===== src/rtl/tmcm_pkg.sv =====
// Shared types and constants of the trimmed median common mode estimator.
package tmcm_pkg;

    // Offset-corrected pixel value, two's complement.
    localparam int VALUE_W = 15;
    typedef logic signed [VALUE_W-1:0] value_t;

    // Configuration registers, 8 bits each.
    localparam int CFG_W = 8;
    typedef logic [CFG_W-1:0] cfg_t;

    // Configuration register indexes.
    localparam int REG_IDX_W = 3;
    localparam logic [REG_IDX_W-1:0] REG_SEGMENT_LENGTH   = 3'd0;
    localparam logic [REG_IDX_W-1:0] REG_NOISE_MULTIPLIER = 3'd1;
    localparam logic [REG_IDX_W-1:0] REG_MIN_PIXELS       = 3'd2;
    localparam logic [REG_IDX_W-1:0] REG_DROP_HIGH        = 3'd3;
    localparam logic [REG_IDX_W-1:0] REG_DROP_LOW         = 3'd4;

    // Register reset values.
    localparam cfg_t RST_SEGMENT_LENGTH   = 8'd128;
    localparam cfg_t RST_NOISE_MULTIPLIER = 8'd64;
    localparam cfg_t RST_MIN_PIXELS       = 8'd8;
    localparam cfg_t RST_DROP_HIGH        = 8'd5;
    localparam cfg_t RST_DROP_LOW         = 8'd0;

    // Field widths of the pixel word.
    localparam int PIX_W   = 14;
    localparam int NOISE_W = 12;
    localparam int PROD_W  = CFG_W + NOISE_W;

    // Insert request broadcast along the sorting chain.
    typedef struct packed {
        logic   en;
        value_t value;
    } ins_t;

    // Sequencer states: accepting pixels, then closing a segment.
    typedef enum logic [2:0] {
        ST_ACCEPT,
        ST_KEEP,
        ST_INSERT,
        ST_INDEX,
        ST_GROUP,
        ST_EMIT
    } state_t;

endpackage


===== src/rtl/tmcm_select.sv =====
// Two-level registered selector that reads one sorted cell by index.
module tmcm_select #(
    parameter int MAX_SEGMENT = 128,
    parameter int IDX_W       = 7
) (
    input  logic                                clk,
    input  tmcm_pkg::value_t [MAX_SEGMENT-1:0]  vals,
    input  logic [IDX_W-1:0]                    idx,
    output tmcm_pkg::value_t                    level
);
    import tmcm_pkg::*;

    localparam int LOW_W    = (IDX_W < 5) ? IDX_W : 5;
    localparam int GS       = 1 << LOW_W;
    localparam int NGRP     = (MAX_SEGMENT + GS - 1) / GS;
    localparam int PAD_BITS = NGRP * GS * VALUE_W;

    value_t [NGRP*GS-1:0] padded;
    value_t               grp_reg [NGRP];
    value_t               grp_next [NGRP];
    logic [IDX_W-1:0]     idx_reg;

    // Pad the cell row up to whole groups.
    assign padded = PAD_BITS'(vals);

    // First level: pick the addressed cell inside every group.
    always_comb
    begin
        for (int g = 0; g < NGRP; g++)
        begin
            grp_next[g] = '0;
            for (int j = 0; j < GS; j++)
            begin
                if (idx[LOW_W-1:0] == LOW_W'(j))
                begin
                    grp_next[g] = padded[g*GS+j];
                end
            end
        end
    end

    always_ff @(posedge clk)
    begin
        for (int g = 0; g < NGRP; g++)
        begin
            grp_reg[g] <= grp_next[g];
        end
        idx_reg <= idx;
    end

    // Second level: pick the addressed group.
    always_comb
    begin
        level = '0;
        for (int g = 0; g < NGRP; g++)
        begin
            if ((idx_reg >> LOW_W) == IDX_W'(g))
            begin
                level = grp_reg[g];
            end
        end
    end

endmodule


===== config.mk =====
export PLATFORM = sky130hd
export DESIGN_NAME = tmcm_select
export DESIGN_NICKNAME = d
export VERILOG_FILES = /design/src/rtl/tmcm_pkg.sv /design/src/rtl/tmcm_select.sv
export SDC_FILE = /design/constraint.sdc
export NUM_CORES = 1
export LEC_CHECK = 0
export ABC_AREA = 1
export BUFFER_PORTS_ARGS = -buffer_cell sky130_fd_sc_hd__buf_2
export CORE_AREA = 2 2 765 767
export DETAILED_ROUTE_END_ITERATION = 16
export DIE_AREA = 0 0 767 769
export REMOVE_ABC_BUFFERS = 1
export SLEW_MARGIN = 20
export SYNTH_ARGS = -nofsm -noshare
export SYNTH_HDL_FRONTEND = slang
export SYNTH_SLANG_ARGS = --single-unit

===== constraint.sdc =====
create_clock -name clk -period 3.15 [get_ports clk]
set_input_delay 0.315 -clock clk [delete_from_list [all_inputs] [get_ports clk]]
set_output_delay 0.315 -clock clk [all_outputs]
set_load 0.01 [all_outputs]

==> run metrics <==
pwr/cell area 180.6 mW/mm^2; # nets final 8144; largest net degree at the start of global routing 29; worst hold path type in -> reg; clk buf depth 2; Die W 767 microns; gpl congestion 1.014; # fillers 69640; initial antenna violation count 252; DRC viols 0; setup ws final -0.4658 ns; final core occ 0.08030; CP Class in -> reg; period utilization 1.148; Seq/Total Area, Yosys 0.07129; Die H 769 microns; H-tree Lvls 3; largest cells by area after synthesis nand2_1 (37%), nand4_1 (16%), nor2_1 (13%); RSZ-0062 raised after global routing yes; total CTS buffers 9; synthesized flop and latch total 62; final slew viol count 0; maxcap violations 0; post-DP HPWL 364400 microns; largest area contributor in the netlist nand2_1; failing checks negative setup slack; Non-Filler Instances 14120; wirelength, routed 402500 microns; final setup fails 28; Avg Cell Area, Syn 4.515 sq um; Critical Path RT 3.42 ns; die area 0.5898 sq mm; CTS sink cnt 62; status complete, but fails checks; synth warn 0; vias 38490; Congestion Overflow GR 0; WP data arrival 3.89 ns; Post-DRT Antenna Nets 0; IO buf count 1942; Critical Path End Type flop; FMAX 276.6 MHz; most used cell, CP nand4_1; Initial DRC Count 2957; CP max stage delay 0.34 ns; gr usage total 0.1299; Largest register FFs 60; Async SR Flop Fraction 0; Post-Syn Area 0.01741 sq mm; # rows 280; synth cell count leaders nand2_1 (1697), nor2_1 (593), nand4_1 (434); Worst path slowest cell nor2_4; Routed WL per cell 28.51 microns; Final Hold Fails 0; Post-synth EDFFs 0; clk root buf clkbuf_16; I/O Pins 1943; critical path fanouts, max 6; count of different cell masters after synthesis 26; VDD IR max 0.3237 mV; number of global-route vias before repair 38920; post-placement cell count 13870; CTS clock-pin slew for the worst setup and hold paths 0.11 ns; vias per inst 2.727; Tmin final 3.616 ns; first-pass GRT wire length 479100 microns; Gate Count Post-Synth 3856; synth-to-layout area growth 167.9%; Leakage 20.93 nW; Critical Path Source Type primary input; fraction of layout cells with a size suffix above 1 0.5097; Synth Flop Type dfxtp_1; TNS Setup -4.145 ns; area of the core 0.5809 sq mm; Slew @ Worst Pin 0.9463 ns; DRT Pass-1 Iters 6; top cell type's share of synthesized area 0.3659; CTS tree done; Slew HR 0.3691; Starting Density 0.02997; most common cell in the netlist nand2_1
[area by class of cell]
class | instances | area (sq um) | share of cell area
Antenna cell | 141 | 352.8 | 0.007565
Timing Repair Buffer | 2574 | 17560 | 0.3765
Tap cell | 7755 | 9703 | 0.2080
Sequential cell | 62 | 1242 | 0.02664
Multi-Input combinational cell | 3137 | 15750 | 0.3377
Clock inverter | 7 | 122.6 | 0.002629
Clock buffer | 9 | 225.2 | 0.004829
Inverter | 432 | 1685 | 0.03613
[kinds of logic after synthesis]
| group | after synthesis | synth area share |
|---|---|---|
| simple gates | 2995 | 0.7410 |
| buf+inv | 657 | 0.1458 |
| compound gates | 142 | 0.04190 |
| flops | 62 | 0.07129 |
[worst paths after layout]
check / startpoint / to / slack (ns) / depth (start not counted)
min: vals[446] / grp_reg[0][11]$_DFF_P_ / 0.07 / 3
max: idx[2] / grp_reg[3][2]$_DFF_P_ / -0.47 / 26
[metal layers]
metal	track usage	routed length (microns)	vias to the layer above
li1	-	-	17020
met1	0.1560	160400	17900
met2	0.2182	183200	2761
met3	0.03161	33120	725
met4	0.05961	25130	94
met5	0	591	-
[worst max-delay path: cells and delay by family]
family	cells	cell delay [ns]
simple gates	19	2.42
buf+inv	7	1.02
[repair_timing]
action,4_1_cts,5_1_grt
endpoints found under the setup margin,48,59
gates cloned,0,2
setup buffers,71,42
pin swaps,212,376
hold buffers,2,0
resized for setup,441,323
endpoints found under the hold margin,2,0
[where the power goes]
part	internal (mW)	switching, mW	total, mW
sequential	0.942	0.253	1.20
clock	0.779	0.704	1.48
combinational	2.32	3.42	5.74
[cells in the final DEF (no fill, tap or decap), types with 59 or more instances in the layout]
cell type  synthesis  final
buf_2             40   1935
nand2_1         1697   1526
nor2_1           593    437
nand4_1          434    434
inv_1            420    409
buf_4              2    315
buf_12             0    182
diode_2            0    141
or2_2            130    130
nand2_2            2    111
a21oi_1          131    107
buf_6              2     99
nor2_4             4     83
nor2_2             2     79
dfxtp_1           62     61
nand2_4            0     59
[metrics by stage]
stage	hold slack (ns)	total power, mW	cell area, sq um	worst slack, ns
finish	0.06813	8.421	46640	-0.4658
global route	0.04955	9.039	46390	-0.5784
CTS	0.008384	8.707	44930	-0.4715
detailed placement	0.4229	6.784	42360	-1.689
global placement	0.4228	6.838	42360	-1.748
floorplan	0.3427	2.045	16490	-2.463
Note: power is estimated with default switching activity, not from simulation.
